==> config.mk <==
export PLATFORM = sky130hd
export DESIGN_NAME = lrhf_fill
export DESIGN_NICKNAME = d
export VERILOG_FILES = /design/src/hw/rtl/lrhf_pkg.sv /design/src/hw/rtl/lrhf_fill.sv
export SDC_FILE = /design/constraint.sdc
export NUM_CORES = 1
export LEC_CHECK = 0
export BUFFER_PORTS_ARGS = -buffer_cell sky130_fd_sc_hd__buf_2
export CAP_MARGIN = 20
export CORE_MARGIN = 4
export CORE_UTILIZATION = 64
export DETAILED_ROUTE_END_ITERATION = 12
export GPL_TIMING_DRIVEN = 0
export PLACE_DENSITY = 0.87
export SLEW_MARGIN = 20
export SYNTH_ARGS = -nofsm -noshare
export SYNTH_HDL_FRONTEND = slang
export SYNTH_SLANG_ARGS = --single-unit
==> constraint.sdc <==
create_clock -name clk -period 10.4 [get_ports clk]
set_input_delay 2.08 -clock clk [delete_from_list [all_inputs] [get_ports clk]]
set_output_delay 2.08 -clock clk [all_outputs]
set_load 0.01 [all_outputs]
==> src/hw/rtl/lrhf_pkg.sv <==
// Package for the LUT remap block with hole fill.
// Holds sizes, item kind codes, register indexes, state types and the frame request bundle.
// No dependencies.
package lrhf_pkg;

	localparam int MAP_WIDTH   = 640;
	localparam int MAP_HEIGHT  = 480;
	localparam int MAP_DEPTH   = 2 * MAP_WIDTH * MAP_HEIGHT;
	localparam int MAP_AW      = $clog2(MAP_DEPTH);
	localparam int MAP_SIDE_SZ = MAP_WIDTH * MAP_HEIGHT;

	localparam int FRAME_COLS  = 640;
	localparam int FRAME_ROWS  = 480;
	localparam int FRAME_DEPTH = FRAME_COLS * FRAME_ROWS;
	localparam int FRAME_AW    = $clog2(FRAME_DEPTH);

	localparam logic [7:0] HOLE       = 8'd254;
	localparam logic [7:0] HOLE_SUBST = 8'd253;
	localparam logic [7:0] BLOCKER    = 8'd255;

	localparam logic [2:0] KIND_MAP   = 3'd0;
	localparam logic [2:0] KIND_CLEAR = 3'd1;
	localparam logic [2:0] KIND_PIXEL = 3'd2;
	localparam logic [2:0] KIND_FILL  = 3'd3;
	localparam logic [2:0] KIND_READ  = 3'd4;

	localparam logic [2:0] CFG_TABLE_SELECT = 3'd0;
	localparam logic [2:0] CFG_SCALE_SHIFT  = 3'd1;
	localparam logic [2:0] CFG_FRAME_COLS   = 3'd2;
	localparam logic [2:0] CFG_FRAME_ROWS   = 3'd3;
	localparam logic [2:0] CFG_FILL_ENABLE  = 3'd4;

	typedef enum logic [2:0] {
		ST_IDLE,
		ST_PIX,
		ST_RD_ADDR,
		ST_RD_DATA,
		ST_CLEAR,
		ST_FILL
	} top_state_t;

	typedef enum logic [1:0] {
		F_IDLE,
		F_SCAN,
		F_DIV,
		F_WRITE
	} fill_state_t;

	typedef struct packed {
		logic                we;
		logic [FRAME_AW-1:0] waddr;
		logic [7:0]          wdata;
		logic [FRAME_AW-1:0] raddr;
	} frame_req_t;

	// Frame address offset of the 3x3 window entry; entry 0 is the center.
	function automatic logic [FRAME_AW-1:0] nb_offset(input logic [3:0] idx);
		logic [FRAME_AW-1:0] off;
		case (idx)
			4'd1:    off = FRAME_AW'(-FRAME_COLS - 1);
			4'd2:    off = FRAME_AW'(-FRAME_COLS);
			4'd3:    off = FRAME_AW'(-FRAME_COLS + 1);
			4'd4:    off = FRAME_AW'(-1);
			4'd5:    off = FRAME_AW'(1);
			4'd6:    off = FRAME_AW'(FRAME_COLS - 1);
			4'd7:    off = FRAME_AW'(FRAME_COLS);
			4'd8:    off = FRAME_AW'(FRAME_COLS + 1);
			default: off = '0;
		endcase
		return off;
	endfunction

endpackage

==> src/hw/rtl/lrhf_fill.sv <==
// Hole fill sequencer: column-major in-place walk over the frame interior.
// Depends on lrhf_pkg; drives the frame RAM through frame_req_t.
module lrhf_fill (
	input  logic                clk,
	input  logic                arst_n,
	input  logic                start,
	input  logic [9:0]          cols,
	input  logic [8:0]          rows,
	input  logic [7:0]          rdata,
	output lrhf_pkg::frame_req_t req,
	output logic                done
);
	import lrhf_pkg::*;

	fill_state_t         st_q, st_d;
	logic [9:0]          i_q, i_d;
	logic [8:0]          j_q, j_d;
	logic [3:0]          idx_q, idx_d;
	logic                v_s1, v_s1_d;
	logic [3:0]          idx_s1, idx_s1_d;
	logic [10:0]         sum_q, sum_d, nsum;
	logic [3:0]          cnt_q, cnt_d, ncnt;
	logic                blk_q, blk_d, nblk;
	logic [10:0]         dsum_q, dsum_d;
	logic [3:0]          rem_q, rem_d;
	logic [10:0]         quo_q, quo_d;
	logic [3:0]          divc_q, divc_d;
	logic [4:0]          remsh;
	logic [FRAME_AW-1:0] ctr;
	logic                last_j, last_i, adv;

	assign ctr    = FRAME_AW'(j_q) * FRAME_AW'(FRAME_COLS) + FRAME_AW'(i_q);
	assign last_j = ({1'b0, j_q} + 10'd2) == {1'b0, rows};
	assign last_i = (i_q + 10'd2) == cols;
	assign remsh  = {rem_q, dsum_q[10]};

	always_ff @(posedge clk or negedge arst_n) begin
		if (!arst_n) begin
			st_q  <= F_IDLE;
			v_s1  <= 1'b0;
		end else begin
			st_q  <= st_d;
			v_s1  <= v_s1_d;
		end
	end

	always_ff @(posedge clk) begin
		i_q    <= i_d;
		j_q    <= j_d;
		idx_q  <= idx_d;
		idx_s1 <= idx_s1_d;
		sum_q  <= sum_d;
		cnt_q  <= cnt_d;
		blk_q  <= blk_d;
		dsum_q <= dsum_d;
		rem_q  <= rem_d;
		quo_q  <= quo_d;
		divc_q <= divc_d;
	end

	always_comb begin
		st_d     = st_q;
		i_d      = i_q;
		j_d      = j_q;
		idx_d    = idx_q;
		v_s1_d   = 1'b0;
		idx_s1_d = idx_q;
		sum_d    = sum_q;
		cnt_d    = cnt_q;
		blk_d    = blk_q;
		dsum_d   = dsum_q;
		rem_d    = rem_q;
		quo_d    = quo_q;
		divc_d   = divc_q;
		done     = 1'b0;
		adv      = 1'b0;
		req.we    = 1'b0;
		req.waddr = ctr;
		req.wdata = quo_q[7:0];
		req.raddr = ctr + nb_offset(idx_q);

		nblk = blk_q;
		nsum = sum_q;
		ncnt = cnt_q;
		if (rdata == BLOCKER) begin
			nblk = 1'b1;
		end else if (rdata < HOLE) begin
			nsum = sum_q + 11'(rdata);
			ncnt = cnt_q + 4'd1;
		end

		case (st_q)
			F_IDLE: begin
				if (start) begin
					st_d  = F_SCAN;
					i_d   = 10'd1;
					j_d   = 9'd1;
					idx_d = '0;
					sum_d = '0;
					cnt_d = '0;
					blk_d = 1'b0;
				end
			end
			F_SCAN: begin
				// one read issued per cycle, data checked in the next cycle
				if (idx_q <= 4'd8) begin
					idx_d  = idx_q + 4'd1;
					v_s1_d = 1'b1;
				end
				if (v_s1) begin
					if (idx_s1 == 4'd0) begin
						if (rdata != HOLE) begin
							adv = 1'b1;
						end
					end else begin
						blk_d = nblk;
						sum_d = nsum;
						cnt_d = ncnt;
						if (idx_s1 == 4'd8) begin
							if (nblk || ncnt == 4'd0) begin
								adv = 1'b1;
							end else begin
								st_d   = F_DIV;
								dsum_d = nsum;
								rem_d  = '0;
								quo_d  = '0;
								divc_d = 4'd11;
							end
						end
					end
				end
			end
			F_DIV: begin
				// restoring division, one quotient bit per cycle
				dsum_d = {dsum_q[9:0], 1'b0};
				divc_d = divc_q - 4'd1;
				if (remsh >= {1'b0, cnt_q}) begin
					rem_d = 4'(remsh - {1'b0, cnt_q});
					quo_d = {quo_q[9:0], 1'b1};
				end else begin
					rem_d = remsh[3:0];
					quo_d = {quo_q[9:0], 1'b0};
				end
				if (divc_q == 4'd1) begin
					st_d = F_WRITE;
				end
			end
			F_WRITE: begin
				req.we = 1'b1;
				st_d   = F_SCAN;
				adv    = 1'b1;
			end
			default: st_d = F_IDLE;
		endcase

		if (adv) begin
			idx_d  = '0;
			v_s1_d = 1'b0;
			sum_d  = '0;
			cnt_d  = '0;
			blk_d  = 1'b0;
			st_d   = F_SCAN;
			if (last_j) begin
				j_d = 9'd1;
				if (last_i) begin
					st_d = F_IDLE;
					done = 1'b1;
				end else begin
					i_d = i_q + 10'd1;
				end
			end else begin
				j_d = j_q + 9'd1;
			end
		end
	end
endmodule

==> results of run 1 <==
layout by cell type (no fill, tap or decap), drive strengths merged, types with 12 or more instances in the layout:
cell     n
dfxtp   39
nor3    20
edfxtp  36
and2    13
xnor2   42
ha      64
nand2   54
mux2i   12
clkbuf  21
nor2    64
o21ai   40
xor2    28
inv     39
a21o    18
a21oi   38
buf     93
nand3   20
Yosys cell counts (6+ instances only):
| library cell | number | area, um^2 |
|---|---|---|
| nor3_1 | 20 | 100 |
| nor2_1 | 64 | 240 |
| nand2b_1 | 10 | 62.6 |
| a211oi_1 | 6 | 45.0 |
| o21a_1 | 6 | 45.0 |
| a21oi_1 | 38 | 190 |
| and3_1 | 7 | 43.8 |
| buf_4 | 7 | 52.6 |
| xor2_1 | 28 | 245 |
| edfxtp_1 | 36 | 1080 |
| a22oi_1 | 9 | 67.6 |
| inv_1 | 34 | 128 |
| xnor2_1 | 42 | 368 |
| nand2_1 | 54 | 203 |
| a31oi_1 | 6 | 37.5 |
| nor2b_1 | 11 | 68.8 |
| and2_1 | 13 | 81.3 |
| clkbuf_1 | 12 | 45.0 |
| a21o_1 | 18 | 135 |
| mux2i_1 | 12 | 120 |
| mux2_2 | 7 | 78.8 |
| nand3_1 | 20 | 100 |
| ha_1 | 64 | 801 |
| o21bai_1 | 6 | 45.0 |
| buf_2 | 6 | 30.0 |
| nor3b_1 | 6 | 45.0 |
| dfxtp_1 | 39 | 781 |
| o21ai_0 | 39 | 195 |
state kept, by name, indices dropped and copies added, names as in the netlist, named ones only:
signal  cells
dsum_q     11
sum_q      11
i_q        10
j_q         9
quo_q       8
cnt_q       4
divc_q      4
idx_q       4
idx_s1      4
rem_q       4
st_q        2
blk_q       1
v_s1        1
cell type report:
class                      count  area (um^2)  area share
buffer                        28          154      0.0220
clock buffer                   9          124      0.0177
clock inverter                 7         72.6      0.0104
inverter                      34          128      0.0182
multi-input combinational    567         4040       0.577
sequential                    78         1940       0.277
tap                          129          161      0.0231
timing repair buffer          77          385      0.0550
final timing paths:
| path | startpoint | endpoint | slack, ps | cells after the start |
|---|---|---|---|---|
| worst max-delay path | j_q[1] | req[17] | 3730 | 14 |
| worst min-delay path | idx_q[1] | idx_s1[1] | 400 | 0 |
| worst max register to register | j_q[1] | i_q[4] | 6930 | 10 |
| worst min register to register | idx_q[1] | idx_s1[1] | 400 | 0 |
| max in group asynchronous | arst_n | st_q[1] | 8770 | 1 |
| min in group asynchronous | arst_n | st_q[0] | 1510 | 1 |
worst max-delay path, stage by stage (launching register included):
cell and delay, ps:
edfxtp_1 540, ha_1 370, ha_1 240, fa_1 540, nand2_1 90, nor3_1 330
nor2_1 140, ha_1 360, a21o_1 210, or3_1 320, a211oi_1 440, o31ai_1 170
a21oi_1 210, xnor2_1 140, buf_2 150
power by group through the flow:
| stage | combinational, mW | clock, mW | sequential, mW |
|---|---|---|---|
| after CTS | 1.77 | 0.227 | 0.496 |
| after global placement | 1.66 | 0 | 0.496 |
| after global routing | 1.95 | 0.241 | 0.510 |
| final | 1.77 | 0.225 | 0.498 |
| after floorplan | 1.26 | 0 | 0.481 |
| after detailed placement | 1.75 | 0 | 0.502 |
kinds of logic (layout without fill, tap and decap cells):
family | Yosys count | in the layout
buffers and inverters | 62 | 155
AOI/OAI and AO/OA | 170 | 170
muxes | 19 | 19
adders and majority gates | 69 | 69
xor gates and xnor gates | 70 | 70
DFF | 78 | 78
and+or+nand+nor | 239 | 239
routing by layer:
layer | routed length [um] | vias to the layer above
met3 | 705 | 40
met2 | 7700 | 195
met1 | 6070 | 2653
li1 | - | 2729
met4 | 454 | 0
met5 | 0 | -
metrics by stage:
step	hold WS, ps	util	setup WS [ps]	instance area, um^2
floorplan	367	-	4570	6260
global placement	378	0.726	4260	6800
detailed placement	385	0.726	4170	6800
CTS	399	0.747	3770	7000
global route	417	0.747	3420	7000
finish	404	0.747	3730	7000
==> summary.md, run 1 <==
| Metric | Value |
|---|---|
| #FFs+latches synth | `78` |
| H-tree depth | `3` |
| Final Wtd Congestion | `between 0.8 and 0.9` |
| Clock buffer count from CTS | `9` |
| Yosys warning count | `0` |
| GR Layer Usage met3 | `0.0319` |
| Share of layout cells above drive strength 1 | `0.155` |
| CTS Buffer Depth | `2` |
| Final ANT Viol Nets | `0` |
| Final wirelength | `14,900 um` |
| Largest family of logic cells by synthesized area | `simple AND/OR/NAND/NOR gates` |
| Die X | `about 110 um` |
| Sw Ratio | `0.499` |
| CTS sink cnt | `78` |
| Seq/Total Area, Yosys | `0.310` |
| Logic pwr share | `0.710` |
| Syn Area/Cell | `8.85 um^2` |
| Mapped Cells | `707` |
| Seq pwr share | `0.199` |
| Worst vdd ir | `408 uV` |
| Count of final max-slew check failures | `0` |
| Root buffer cell | `clkbuf_8` |
| Hold Buf Count CTS | `0` |
| Initial antenna violation count | `0` |
| Leakage power | `between 3 and 4 nW` |
| Max Freq | `0.150 GHz` |
| Drt wl/cell | `16.1 um` |
| Core ar. | `9370 um^2` |
| Die ar. | `11,400 um^2` |
| Final min period | `approximately 6700 ps` |
| Number of iterations in the first detailed-routing pass | `5` |
| Total Neg Setup Slack | `0 ps` |
| DP HPWL | `11,600 um` |
| Worst Skew | `18.4 ps` |
| Post-CTS sizing | `0` |
| Post-Place Cells | `913` |
| CP Data Required Time | `roughly 8300 ps` |
| Synth unique cells | `around 70` |
| Vias in the first global route | `around 5.6k` |
| Max Fanout on Critical Path | `7` |
| Die Y | `107 um` |
| Crit share post-route | `0.641` |
| Post-synth ARST share | `0.0385` |
| Post-Synth Adder-Cell Area | `0.144` |
| Starting Density | `0.668` |
| Count of final hold-check violations | `0` |
| GR peak layer | `met2` |
| Post-synth EDFFs | `36` |
| Final #Nets | `894` |
| Complex-gate fraction of the synthesized area | `0.180` |
| Worst Path Class, Setup | `reg -> out` |
| DRC violations left | `0` |
| Outcome | `finished, final reports clean` |
| Max cap viols | `0` |
| Final std cells w/o fill | `929` |
| RSZ-0062 raised after global routing | `false` |
| CTS tree | `built` |
| Fillers | `714` |
| N_diodes | `0` |
| Power Internal | `1.25 mW` |
| Arrival @ worst endpoint | `4590 ps` |
| Power, Total | `about 2.5 mW` |
| Synth Area in XOR/XNOR | `0.0980` |
| P per Cell Area | `357 nW/um^2` |
| Routed via count | `5,617` |
| Via density per instance | `6.05` |
| Synth Cell Area | `6260 um^2` |
| I/O Pins | `between 70 and 80` |
| Worst-margin pin slew | `877 ps` |
| CTS clk-pin slew, worst paths | `around 100 ps` |
| Synth Area in Simple Gates | `0.192` |
| Met1 global-route usage | `0.310` |
| Synth Flop Type | `dfxtp_1` |
| Max transition margin | `0.410` |
| Iteration-0 DRC Markers | `between 300 and 400` |
| Fraction of synthesized area in multiplexers | `0.0318` |
| Setup repair bufs after CTS | `0` |
| Switch Pwr | `1.25 mW` |
| Global-route wire length before repair | `25,200 um` |
| Syn-to-layout area delta | `11.9%` |
| Clock power share | `0.090` |
| Final setup viols | `0` |
| Largest net degree at the start of global routing | `28` |
| Row cnt | `35` |
| Port Buffers | `77` |
| Global-route usage over all layers | `0.266` |
| Met2 usage | `0.487` |
| Syn Nets | `806` |
| Crit path launch type | `register` |
| Total grt overflow | `0` |
| Hold crit path type | `reg -> reg` |
| Critical path endpoint category | `output port` |
| Clock latency on the worst-skew pair | `360 ps` |
No activity file was read; power rests on OpenSTA's default activity.
==> run 2, diff against run 1 <==
--- a/config.mk
+++ b/config.mk
@@ -8,10 +8,10 @@
 export BUFFER_PORTS_ARGS = -buffer_cell sky130_fd_sc_hd__buf_2
 export CAP_MARGIN = 20
 export CORE_MARGIN = 4
-export CORE_UTILIZATION = 64
+export CORE_UTILIZATION = 60
 export DETAILED_ROUTE_END_ITERATION = 12
 export GPL_TIMING_DRIVEN = 0
-export PLACE_DENSITY = 0.87
+export PLACE_DENSITY = 0.82
 export SLEW_MARGIN = 20
 export SYNTH_ARGS = -nofsm -noshare
 export SYNTH_HDL_FRONTEND = slang
==> constraint.sdc (replaced) <==
create_clock -name clk -period 7 [get_ports clk]
set_input_delay 1.4 -clock clk [delete_from_list [all_inputs] [get_ports clk]]
set_output_delay 1.4 -clock clk [all_outputs]
set_load 0.01 [all_outputs]
==> summary.md, run 2 (synthesis results as in run 1) <==
| Metric | Value |
|---|---|
| Sw Ratio | `0.490` |
| Port Buffers | `77` |
| Final #Nets | `894` |
| RR Startpoint | `j_q[1]` |
| Largest net degree at the start of global routing | `28` |
| Logic pwr share | `0.706` |
| Fillers | `~800` |
| Final min period | `5910 ps` |
| Final Wtd Congestion | `0.890` |
| Starting Density | `0.612` |
| RSZ-0062 raised after global routing | `false` |
| Critical path endpoint category | `output port` |
| Arrival @ worst endpoint | `4510 ps` |
| Post-CTS sizing | `0` |
| Count of final hold-check violations | `0` |
| DRC violations left | `0` |
| Clock buffer count from CTS | `9` |
| Slowest stage cell, crit path | `edfxtp_1` |
| Clock power share | `0.093` |
| CP top delay family | `adder cells` |
| Worst vdd ir | `between 700 and 800 uV` |
| Power Internal | `roughly 1.9 mW` |
| Final wirelength | `14,500 um` |
| Total grt overflow | `0` |
| Total Neg Setup Slack | `0 ps` |
| CTS tree | `built` |
| CTS sink cnt | `78` |
| Core ar. | `approximately 10,000 um^2` |
| Switch Pwr | `1.81 mW` |
| Drt wl/cell | `between 15 and 20 um` |
| Global-route wire length before repair | `between 20,000 and 25,000 um` |
| CTS Buffer Depth | `2` |
| Final ANT Viol Nets | `0` |
| Vias in the first global route | `5,518` |
| Worst-margin pin slew | `797 ps` |
| Slowest stage delay, CP | `560 ps` |
| Clock latency on the worst-skew pair | `370 ps` |
| Initial antenna violation count | `0` |
| Global-route usage over all layers | `0.249` |
| Number of iterations in the first detailed-routing pass | `5` |
| Iteration-0 DRC Markers | `430` |
| Routed via count | `5,560` |
| Row cnt | `37` |
| Design area | `7010 um^2` |
| Multi-input gate area | `roughly 4000 um^2` |
| Hold crit path type | `reg -> reg` |
| Max transition margin | `0.464` |
| R2R Path End | `i_q[4]` |
| Root buffer cell | `clkbuf_8` |
| CP Data Required Time | `5600 ps` |
| Commonest non-fill, non-tap cell in the layout | `buf_2` |
| Setup repair bufs after CTS | `0` |
| Seq pwr share | `0.201` |
| Die ar. | `12,100 um^2` |
| Cell Area, Placed | `6810 um^2` |
| Worst Skew | `7.76 ps` |
| Leakage power | `a little over 3 nW` |
| Reg2Reg Depth | `10` |
| Share of layout cells above drive strength 1 | `0.154` |
| Die X | `roughly 110 um` |
| Crit share post-route | `0.845` |
| Final setup viols | `0` |
| Worst Path Class, Setup | `reg -> out` |
| DP HPWL | `~11,000 um` |
| Hold Buf Count CTS | `0` |
| Hold wc startpoint | `idx_q[1]` |
| N_diodes | `0` |
| Outcome | `finished, final reports clean` |
| Critical path's most frequent cell | `ha_1` |
| P per Cell Area | `526 nW/um^2` |
| Count of final max-slew check failures | `0` |
| Pre-CTS setup slack | `1490 ps` |
| Hold endpoint | `idx_s1[1]` |
| H-tree depth | `3` |
| I/O Pins | `78` |
| Biggest regs | `dsum_q (11), sum_q (11), i_q (10)` |
| R2R Setup Slk | `about 3600 ps` |
| CTS clk-pin slew, worst paths | `90 ps` |
| Die Y | `110 um` |
| Max Freq | `between 0.15 and 0.2 GHz` |
| Most frequent cells in the layout | `buf_2 (83), nor2_1 (64), ha_1 (64), nand2_1 (54), xnor2_1 (42)` |
| Syn-to-layout area delta | `12.0%` |
| FF/Latch Area | `1940 um^2` |
| Max Fanout on Critical Path | `7` |
| Power, Total | `between 3 and 4 mW` |
| WP buf/inv | `1` |
| Via density per instance | `5.94` |
| Hold path depth | `0` |
| Critical path, cell by cell | `ha_1 -> ha_1 -> fa_1 -> nand2_1 -> nor3_1 -> nor2_1 -> ha_1 -> a21o_1 -> or3_1 -> a211oi_1 -> o31ai_1 -> a21oi_1 -> xnor2_1 -> buf_2` |
| Crit path launch type | `register` |
| Max cap viols | `0` |
| Final setup margin | `1090 ps` |
[run 2: changes by cell type in the layout (fill, tap and decap cells not counted), sizes merged]
cell	change
clkinv	+3
clkinvlp	-1
inv	-3
bufinv	+1
[run 2: power groups by stage]
stage | clock network, mW | registers [mW] | logic (mW)
after global routing | 0.370 | 0.754 | 2.90
after floorplan | 0 | 0.715 | 1.87
after global placement | 0 | 0.740 | 2.47
after CTS | 0.349 | 0.738 | 2.60
final | 0.344 | 0.741 | 2.60
after detailed placement | 0 | 0.749 | 2.59
[run 2: area by class of cell]
type	instances	share of cell area
well taps	136	0.0243
repair buffers	77	0.0550
plain buffers	28	0.0220
inverters	34	0.0182
multi-input cells	567	0.576
clock inverters	7	0.0104
clock buffers	9	0.0177
flip-flops and latches	78	0.276
[run 2: how the worst max path moves through the flow]
stage	startpoint	slack, ps	to	depth (start not counted)
2_1_floorplan	j_q[1]	1850	req[18]	14
3_3_place_gp	j_q[1]	1620	req[18]	15
3_5_place_dp	j_q[1]	1490	req[18]	15
4_1_cts	j_q[1]	1080	req[18]	15
5_1_grt	j_q[1]	760	req[18]	15
6_report	j_q[1]	1090	req[17]	14
[run 2: worst register-to-register path, stage by stage, from the launching register on]
cell and delay (ps):
edfxtp_1 560, ha_1 330, and3_1 180, clkbuf_1 250, o211a_1 220, o2111ai_1 110
nor4_1 720, o311ai_2 340, buf_2 270, mux2i_1 130, a21o_1 180
[run 2: metrics by stage]
step / util / std cells / hold WS, ps
after global routing: 0.685 / 936 / 415
after detailed placement: 0.666 / 920 / 383
final: 0.685 / 936 / 401
after global placement: 0.666 / 920 / 375
after CTS: 0.685 / 936 / 395
after floorplan: - / 707 / 367
[run 2: per-layer routing]
| layer | up-vias | GRT usage | wire (um) |
|---|---|---|---|
| li1 | 2737 | - | - |
| met5 | - | 0 | 0 |
| met2 | 178 | 0.452 | 7220 |
| met1 | 2601 | 0.285 | 6020 |
| met3 | 44 | 0.0384 | 772 |
| met4 | 0 | 0.117 | 450 |
==> run 3, diff against run 2 <==
--- a/config.mk
+++ b/config.mk
@@ -8,10 +8,10 @@
 export BUFFER_PORTS_ARGS = -buffer_cell sky130_fd_sc_hd__buf_2
 export CAP_MARGIN = 20
 export CORE_MARGIN = 4
-export CORE_UTILIZATION = 60
+export CORE_UTILIZATION = 54
 export DETAILED_ROUTE_END_ITERATION = 12
 export GPL_TIMING_DRIVEN = 0
-export PLACE_DENSITY = 0.82
+export PLACE_DENSITY = 0.78
 export SLEW_MARGIN = 20
 export SYNTH_ARGS = -nofsm -noshare
 export SYNTH_HDL_FRONTEND = slang
==> constraint.sdc (replaced) <==
create_clock -name clk -period 5 [get_ports clk]
set_input_delay 1 -clock clk [delete_from_list [all_inputs] [get_ports clk]]
set_output_delay 1 -clock clk [all_outputs]
set_load 0.01 [all_outputs]
==> summary.md, run 3 (synthesis results as in run 1) <==
| Metric | Value |
|---|---|
| Design area | `7430 um^2` |
| Biggest regs | `dsum_q (11), sum_q (11), i_q (10)` |
| Worst Path Class, Setup | `reg -> out` |
| Hold crit path type | `reg -> reg` |
| Min Hold Slack | `396 ps` |
| Final #Nets | `approximately 900` |
| Die ar. | `about 13,000 um^2` |
| Core ar. | `11,400 um^2` |
| Critical path, cell by cell | `ha_4 -> ha_4 -> fa_2 -> nand2_2 -> nor3_4 -> nor2_2 -> ha_1 -> a21o_1 -> or3_4 -> a211oi_4 -> o31ai_1 -> a21oi_1 -> xnor2_1 -> buf_2` |
| Outcome | `finished, violations left` |
| Critical path endpoint category | `output port` |
| Routed via count | `between 5k and 6k` |
| Vias in the first global route | `5,484` |
| Largest net degree at the start of global routing | `28` |
| Pre-CTS setup slack | `-132 ps` |
| Leakage power | `3.29 nW` |
| Count of final hold-check violations | `0` |
| CP top delay family | `adder cells` |
| DP HPWL | `~12,000 um` |
| Final wirelength | `15,400 um` |
| Total grt overflow | `0` |
| CP Data Required Time | `4000 ps` |
| Slowest stage cell, crit path | `fa_2` |
| Count of final max-slew check failures | `0` |
| Clock buffer count from CTS | `9` |
| Final ANT Viol Nets | `0` |
| Final setup viols | `1` |
| I/O Pins | `between 70 and 80` |
| Max Fanout on Critical Path | `4` |
| Clock latency on the worst-skew pair | `340 ps` |
| Starting Density | `0.550` |
| Max Freq | `roughly 0.2 GHz` |
| Critical path's most frequent cell | `ha_4` |
| Final min period | `5000 ps` |
| Initial antenna violation count | `0` |
| P per Cell Area | `828 nW/um^2` |
| H-tree depth | `3` |
| Final setup margin | `-0.448 ps` |
| Worst-margin pin slew | `around 830 ps` |
| DRC violations left | `0` |
| Die X | `approximately 120 um` |
| Crit share post-route | `1.00` |
| Most frequent cells in the layout | `buf_2 (83), nor2_1 (61), ha_1 (61), nand2_1 (53), xnor2_1 (40)` |
| Global-route wire length before repair | `25,000 um` |
| Worst Skew | `approximately 7.8 ps` |
| Slowest stage delay, CP | `580 ps` |
| RSZ-0062 raised after global routing | `true` |
| Via density per instance | `5.87` |
| Die Y | `roughly 120 um` |
| Iteration-0 DRC Markers | `365` |
| Arrival @ worst endpoint | `~4000 ps` |
| Failing checks | `negative setup slack` |
| Final Wtd Congestion | `0.942` |
| Syn-to-layout area delta | `18.8%` |
| Cell Area, Placed | `6820 um^2` |
| Share of layout cells above drive strength 1 | `0.209` |
| Worst vdd ir | `1490 uV` |
| CTS tree | `built` |
| CTS sink cnt | `78` |
| Max cap viols | `0` |
| Root buffer cell | `clkbuf_16` |
| Global-route usage over all layers | `0.229` |
| Crit path launch type | `register` |
| Number of iterations in the first detailed-routing pass | `5` |
| CTS Buffer Depth | `2` |
| WP buf/inv | `1` |
| Commonest non-fill, non-tap cell in the layout | `buf_2` |
| Fin util | `0.654` |
| Drt wl/cell | `15.9 um` |
| Max transition margin | `0.442` |
| CTS clk-pin slew, worst paths | `60 ps` |
| Port Buffers | `77` |
| Row cnt | `39` |
==> run 3: worst paths after layout <==
check | from | to | slack, ps | cells after the start
hold / removal | idx_q[1] | idx_s1[1] | 400 | 0
setup / recovery | j_q[1] | req[15] | -0.4 | 14
setup reg to reg | j_q[1] | i_q[4] | 1460 | 12
min in group asynchronous | arst_n | st_q[1] | 450 | 1
hold reg to reg | idx_q[1] | idx_s1[1] | 400 | 0
max in group asynchronous | arst_n | st_q[0] | 4440 | 1
==> run 3: metal layers <==
metal  track usage  vias to the layer above  share of wire
li1              -                     2786              -
met5             0                        -              0
met4        0.0920                        0          0.028
met3        0.0418                       36          0.047
met1         0.276                     2696           0.43
met2         0.403                      163           0.50
==> run 3: final cells by class <==
type	instances	area, um^2
repair buffers	100	558
plain buffers	28	154
fillers	916	3940
diodes	1	2.50
inverters	34	128
multi-input cells	567	4200
well taps	143	179
flip-flops and latches	78	1940
clock buffers	10	229
clock inverters	6	45.0
==> run 3: where the power goes <==
part           switching (mW)  total (mW)  internal [mW]
sequential              0.143        1.01          0.870
combinational            2.48        4.53           2.05
clock                   0.270       0.610          0.340
total                    2.90        6.16           3.26
==> run 3: stage by stage <==
stage	TNS [ps]	total power [mW]	instances
finish	-0.448	6.16	967
global route	-438	6.62	966
CTS	-17.4	5.61	954
detailed placement	-355	4.67	927
global placement	0	4.48	927
floorplan	0	3.62	707
==> run 3: repair_timing <==
item,in CTS,in global routing
setup endpoints to repair,5,5
setup buffers,11,12
pin swaps,4,20
gates resized for setup,9,25
hold buffers,0,0
endpoints found under the hold margin,0,0
cloned,0,0
